`src/hw/rtl/bpa_ram.sv`:
```
`timescale 1ns / 1ps
// ----------------------------------------------------------------------------
// bpa_ram
// Generic single write port, single read port RAM with registered read.
// ----------------------------------------------------------------------------
module bpa_ram #(
  parameter int W  = 8,
  parameter int D  = 16,
  parameter int AW = (D > 1) ? $clog2(D) : 1
) (
  input  logic          clk_i,
  input  logic          we_i,
  input  logic [AW-1:0] waddr_i,
  input  logic [W-1:0]  wdata_i,
  input  logic [AW-1:0] raddr_i,
  output logic [W-1:0]  rdata_o
);

  logic [W-1:0] mem_q [D];
  logic [W-1:0] rdata_q;

  always_ff @(posedge clk_i) begin
    if (we_i) begin
      mem_q[waddr_i] <= wdata_i;
    end
    rdata_q <= mem_q[raddr_i];
  end

  assign rdata_o = rdata_q;

endmodule

```
`config.mk`:
```
export PLATFORM = sky130hd
export DESIGN_NAME = bpa_ram
export DESIGN_NICKNAME = d
export VERILOG_FILES = /design/src/hw/rtl/bpa_ram.sv
export SDC_FILE = /design/constraint.sdc
export NUM_CORES = 1
export LEC_CHECK = 0
export BUFFER_PORTS_ARGS = -buffer_cell sky130_fd_sc_hd__clkbuf_2
export CORE_ASPECT_RATIO = 0.75
export CORE_MARGIN = 2
export CORE_UTILIZATION = 40
export CTS_CLUSTER_SIZE = 10
export DETAILED_ROUTE_END_ITERATION = 10
export MAX_ROUTING_LAYER = met4
export PLACE_DENSITY = 0.68
export SLEW_MARGIN = 20
export SYNTH_ARGS = -nofsm -noshare
export SYNTH_HDL_FRONTEND = slang
export SYNTH_SLANG_ARGS = --single-unit
```
`constraint.sdc`:
```
create_clock -name clk_i -period 2.2 [get_ports clk_i]
set_clock_uncertainty 0.2 [all_clocks]
set_input_delay 0.11 -clock clk_i [delete_from_list [all_inputs] [get_ports clk_i]]
set_output_delay 0.11 -clock clk_i [all_outputs]
set_load 0.1 [all_outputs]
```
==> run_results.csv, run 1 <==
group,metric,value,unit
final_layout,final_nets,311,
logic_synthesis,syn_area,5150,um2
clock_network,numClockSinks,136,
global_route,grt.busiest_layer,"met2",
clock_network,htreeDepth,4,
power,peakVddDrop,0.553,mV
place,post-place-ws,0.375,ns
route,first_iter_violations,194,
setup_path,path_class,"reg2out",
flow_run,cap_violations,0,
setup_path,worstPathArrival,1.27,ns
logic_synthesis,synth_fp_nets,247,
route,ant_nets,0,
sta,fin_crit_sh,0.716,
sta,tightest_slew,0.799,ns
global_route,grt_usage,0.166,
place,place_congestion,0.729,
place,port-buffer-count,25,
setup_path,max_stage_delay,0.49,ns
floorplanning,num_rows,35,
setup_path,worstSetupEndpointType,"primary output",
sta,setup_viol,0,
clock_network,clock-root-buffer,"clkbuf_16",
global_route,grt_max_degree,33,
route,dr.pass1.iters,4,
route,drc_errors,0,
sta,rsz0062_at_grt,"no",
sta,max_freq,635,MHz
power,power,5850,uW
sta,setup_ws,0.624,ns
final_layout,drive_above_1_share,0.304,
global_route,grt_pass1_vias,2601,
global_route,antenna_found_initial,0,
setup_path,crit_fanout,1,
floorplanning,initial_utilization,0.414,
power,p_leak,0.00210,uW
logic_synthesis,ys_warn_count,0,
place,dp_hpwl,6.40,mm
final_layout,fin_area,6200,um2
route,via_per_inst,5.28,
global_route,met3_usage,0.0570,
sta,slew-limit-headroom,0.465,
min_path,hold_class,"in2reg",
floorplanning,die_y,102,um
logic_synthesis,ys_ff_latch,136,
logic_synthesis,yosysSeqAreaShare,0.778,
sta,hold_violations,0,
setup_path,worstPathRequired,1.89,ns
final_layout,area_growth,20.5,%
global_route,use_met1,0.217,
sta,post-route-min-period,1.58,ns
clock_network,path_clk_slew,0.06,ns
logic_synthesis,ys_types,19,
setup_path,cp_slowest_cell,"clkbuf_2",
setup_path,r2r_cells,3,
setup_path,critPathBufInv,1,
setup_path,cp_cell_sequence,"clkbuf_2",
floorplanning,die_w,135,um
route,post_drt_wl_per_cell,21.5,um
setup_path,cp.depth,1,
clock_network,numCtsBuffers,17,
global_route,grt_overflow_total,0,
sta,tns,0,ns
final_layout,num_antenna_cells,0,
floorplanning,die-area,13800,um2
run_status,status,"finished, final reports clean",
setup_path,reg2reg_setup_slack,0.64,ns
logic_synthesis,syn_inst,229,
setup_path,crit_path_start_kind,"register",
clock_network,clk_latency,0.41,ns
min_path,holdPathStages,3,
place,placed_area,5580,um2
floorplanning,core_area,12400,um2
clock_network,cts_tree,"built",
setup_path,critical_path.top_delay_family,"buffers and inverters",
global_route,grt_pass1_wl,15.3,mm
power,p_per_area,944,nW/um2
final_layout,layout_commonest_cell,"edfxtp_1",
sta,maxSlewViolCount,0,
clock_network,cts.path.max_buffers,2,
route,vias,2494,
floorplanning,io_pins,26,
logic_synthesis,synth_area_per_cell,22.5,um2
final_layout,fillCellCount,1001,
final_layout,mostFrequentLayoutCells,"128 x edfxtp_1, 25 x clkbuf_2, 20 x buf_4",
route,routed_wirelength,10.2,mm
global_route,use_met2,0.243,
==> registers in the layout, summed over array words and instances (netlist names) <==
name,count
mem_q,128
rdata_o,8
==> where the power goes <==
group,switching [uW],internal [uW]
combinational,278,126
clock,998,1530
sequential,21.2,2900
==> Yosys cell counts <==
| cell type | n | area (um2) |
|---|---|---|
| nand2_1 | 9 | 33.8 |
| buf_2 | 3 | 15.0 |
| buf_4 | 1 | 7.51 |
| nand2b_1 | 2 | 12.5 |
| nor2b_1 | 1 | 6.26 |
| buf_6 | 3 | 33.8 |
| and2b_1 | 1 | 7.51 |
| and2_1 | 1 | 6.26 |
| a22oi_1 | 16 | 120 |
| nand3_1 | 1 | 5.00 |
| or3b_2 | 1 | 8.76 |
| nor3_1 | 4 | 20.0 |
| clkdlybuf4s25_2 | 3 | 30.0 |
| nor2_1 | 13 | 48.8 |
| nand3b_1 | 2 | 15.0 |
| mux4_2 | 18 | 405 |
| edfxtp_1 | 128 | 3840 |
| mux4_1 | 14 | 368 |
| dfxtp_1 | 8 | 160 |
==> final timing paths <==
path,from,to
setup / recovery,rdata_o[4]$_DFF_P_,rdata_o[4]
hold / removal,waddr_i[0],mem_q[0][0]$_DFFE_PP_
hold reg to reg,mem_q[4][2]$_DFFE_PP_,rdata_o[2]$_DFF_P_
setup reg to reg,mem_q[9][3]$_DFFE_PP_,rdata_o[3]$_DFF_P_
==> logic make-up (layout without fill, tap and decap cells) <==
group	count (synthesis)	count (layout)	share of synthesized area
flops	136	136	0.778
mux	32	32	0.150
buf+inv	10	87	0.0168
simple gates	35	35	0.0318
compound gates	16	16	0.0233
==> stage by stage <==
stage,hold WS [ns],std cells,util
2_1_floorplan,0.00887,229,-
3_3_place_gp,0.323,432,0.449
3_5_place_dp,0.349,432,0.449
4_1_cts,0.0524,472,0.499
5_1_grt,0.0931,472,0.499
6_report,0.0744,472,0.499
==> timing repair <==
action / CTS / global route
hold buffers: 8 / 0
setup endpoints to repair: 0 / 0
gates resized for setup: 0 / 0
endpoints found under the hold margin: 128 / 0
buffers inserted: 0 / 0
==> area by class of cell <==
cell class / count / area, um2 / area share
Sequential cell: 136 / 4000 / 0.646
Multi-Input combinational cell: 83 / 1060 / 0.170
Clock buffer: 18 / 429 / 0.0692
Timing Repair Buffer: 55 / 395 / 0.0637
Tap cell: 166 / 208 / 0.0335
Clock inverter: 14 / 109 / 0.0176
==> metal layers <==
| layer | vias up | part of all wire |
|---|---|---|
| li1 | 1102 | - |
| met1 | 1296 | 0.45 |
| met2 | 87 | 0.47 |
| met3 | 9 | 0.068 |
| met4 | 0 | 0.011 |
| met5 | - | 0 |
(Power assumes the default switching activity.)
==> run 2, diff against run 1 <==
- ABC_AREA: unset -> 1
- PLACE_DENSITY: 0.68 -> 0.7
- clock period: 2.2 -> 1.4 ns (I/O delays scaled with it)
==> run 2 against run 1 <==
Net effect:
- final cell count is 68% higher
- critical path depth stayed put
- combinational power is 99% higher
==> run_results.csv, run 2 <==
group,metric,value,unit
final_layout,multi_input_area,1210,um2
global_route,grt_max_degree,65,
place,place_congestion,0.834,
floorplanning,io_pins,26,
place,port-buffer-count,25,
logic_synthesis,synth_area_per_cell,10.5,um2
power,peakVddDrop,1.02,mV
setup_path,critPathBufInv,1,
logic_synthesis,synth_top_cell_area_share,0.667,
clock_network,cts_tree,"built",
flow_run,cap_violations,0,
final_layout,num_antenna_cells,0,
setup_path,worstPathRequired,1.13,ns
route,via_per_inst,5.04,
logic_synthesis,synth_top_area_cell,"edfxtp_1",
final_layout,final_nets,624,
floorplanning,die_y,108,um
min_path,hold_start,"raddr_i[1]",
sta,hold_violations,0,
final_layout,drive_above_1_share,0.125,
setup_path,crit_path_start_kind,"register",
clock_network,htreeDepth,4,
final_layout,largest_reg_flops,128,
route,first_iter_violations,450,
place,dp_hpwl,8.35,mm
floorplanning,die_w,143,um
global_route,grt_overflow_total,0,
route,dr.pass1.iters,5,
logic_synthesis,synth.most_common_cell,"nand2_1",
sta,maxSlewViolCount,0,
final_layout,seqCellArea,4000,um2
logic_synthesis,syn_area,5770,um2
logic_synthesis,yosysSeqAreaShare,0.694,
power,p_leak,0.00299,uW
floorplanning,die-area,15400,um2
floorplanning,initial_utilization,0.415,
final_layout,layout_commonest_cell,"nand2_1",
setup_path,regToRegEndpoint,"rdata_o[3]$_DFF_P_",
route,routed_wirelength,13.0,mm
route,drc_errors,0,
setup_path,max_stage_delay,0.39,ns
clock_network,numCtsBuffers,17,
run_status,status,"finished, final reports clean",
floorplanning,num_rows,37,
sta,slew-limit-headroom,0.715,
sta,rsz0062_at_grt,"no",
final_layout,fillCellCount,1218,
min_path,hold_class,"in2reg",
clock_network,path_clk_slew,0.05,ns
clock_network,numClockSinks,136,
clock_network,clk_latency,0.41,ns
logic_synthesis,async_reset_ff_frac,0,
setup_path,worstPathArrival,1.11,ns
route,vias,3997,
sta,post-route-min-period,1.38,ns
sta,setup_viol,0,
logic_synthesis,synthFlopType,"edfxtp_1",
logic_synthesis,synth_commonest_cells,"173 x nand2_1, 128 x edfxtp_1, 100 x inv_1, 97 x nand3_1, 17 x nor2_1",
logic_synthesis,synth_edf_count,128,
final_layout,area_growth,18.9,%
global_route,grt_pass1_vias,3555,
setup_path,reg2reg_from,"mem_q[5][3]$_DFFE_PP_",
logic_synthesis,ys_types,12,
floorplanning,core_area,13900,um2
final_layout,mostFrequentLayoutCells,"173 x nand2_1, 128 x edfxtp_1, 100 x inv_1",
route,ant_nets,0,
setup_path,path_class,"reg2out",
setup_path,cp_cell_sequence,"buf_4",
logic_synthesis,synth_fp_nets,569,
setup_path,r2r_cells,6,
sta,tightest_slew,0.427,ns
setup_path,critical_path.top_delay_family,"flip-flops",
sta,fin_crit_sh,0.989,
global_route,antenna_found_initial,0,
sta,tns,0,ns
logic_synthesis,syn_inst,551,
power,p_per_area,1390,nW/um2
final_layout,fin_area,6860,um2
sta,max_freq,722,MHz
clock_network,cts.path.max_buffers,2,
place,placed_area,6200,um2
min_path,worstHoldEndpoint,"rdata_o[3]$_DFF_P_",
setup_path,cp_slowest_cell,"dfxtp_1",
clock_network,clock-root-buffer,"clkbuf_16",
global_route,grt_pass1_wl,20.0,mm
logic_synthesis,ys_warn_count,0,
min_path,holdPathStages,6,
logic_synthesis,ys_ff_latch,136,
final_layout,largest-register,"mem_q",
setup_path,reg2reg_setup_slack,0.12,ns
global_route,grt_usage,0.184,
setup_path,crit_fanout,1,
logic_synthesis,ys_top_cells_by_area,"edfxtp_1 67%, nand2_1 11%, nand3_1 8.4%, inv_1 6.5%, dfxtp_1 2.8%",
setup_path,worstSetupEndpointType,"primary output",
route,post_drt_wl_per_cell,16.4,um
[run 2: what timing repair did]
| item | CTS | global route |
|---|---|---|
| hold buffers | 10 | 0 |
| endpoints found under the setup margin | 1 | 1 |
| pin swaps | 0 | 0 |
| buffers inserted | 0 | 0 |
| resized for setup | 1 | 1 |
| hold endpoints to repair | 115 | 0 |
[run 2: routing by layer]
metal,share of wire,up-vias,track usage
met1,0.47,1894,0.270
met3,0.096,9,0.0514
met2,0.43,206,0.252
met5,0,-,-
li1,-,1888,-
met4,0.0068,0,0.0431
[run 2: logic make-up (layout without fill, tap and decap cells)]
family                 Yosys count  after routing  synth area share
buffers and inverters          126            193            0.0952
and+or+nand+nor                289            289             0.210
DFF                            136            136             0.694
[run 2: area by class of cell]
| type | count | share of cell area |
|---|---|---|
| Clock buffer | 27 | 0.0733 |
| Sequential cell | 136 | 0.584 |
| Timing Repair Buffer | 60 | 0.0715 |
| Tap cell | 175 | 0.0319 |
| Multi-Input combinational cell | 289 | 0.177 |
| Inverter | 102 | 0.0558 |
| Clock inverter | 4 | 0.00657 |
[run 2: how the worst max path moves through the flow]
stage | to | slack [ns] | cells past startpoint | start
CTS | rdata_o[4] | 0.007 | 1 | rdata_o[4]$_DFF_P_
detailed placement | rdata_o[3]$_DFF_P_ | 0.04 | 7 | raddr_i[0]
floorplan | mem_q[10][0]$_DFFE_PP_ | 0.18 | 2 | waddr_i[2]
global placement | rdata_o[0]$_DFF_P_ | 0.05 | 7 | raddr_i[0]
finish | rdata_o[5] | 0.02 | 1 | rdata_o[5]$_DFF_P_
global route | rdata_o[6] | 0.0002 | 1 | rdata_o[6]$_DFF_P_
[run 2: where the power goes]
part	total [uW]	switching, uW	internal (uW)
logic	804	586	219
clock network	4110	1500	2610
registers	4590	38.8	4560
[run 2: per-stage QoR]
| stage | std cells | setup slack (ns) | power (uW) | hold WS, ns | util |
|---|---|---|---|---|---|
| finish | 793 | 0.0152 | 9510 | 0.0753 | 0.494 |
| global route | 793 | 0.000177 | 9800 | 0.0870 | 0.494 |
| CTS | 793 | 0.00670 | 9540 | 0.0680 | 0.494 |
| detailed placement | 752 | 0.0395 | 5450 | 0.318 | 0.447 |
| global placement | 752 | 0.0499 | 5430 | 0.318 | 0.447 |
| floorplan | 551 | 0.179 | 5170 | -0.0311 | - |
[run 2: worst min-delay path: stages]
cell and delay (ns):
clkbuf_2 0.11, buf_4 0.20, nand2_1 0.08, nand3_1 0.06, nand3_1 0.07, nand2_1 0.04
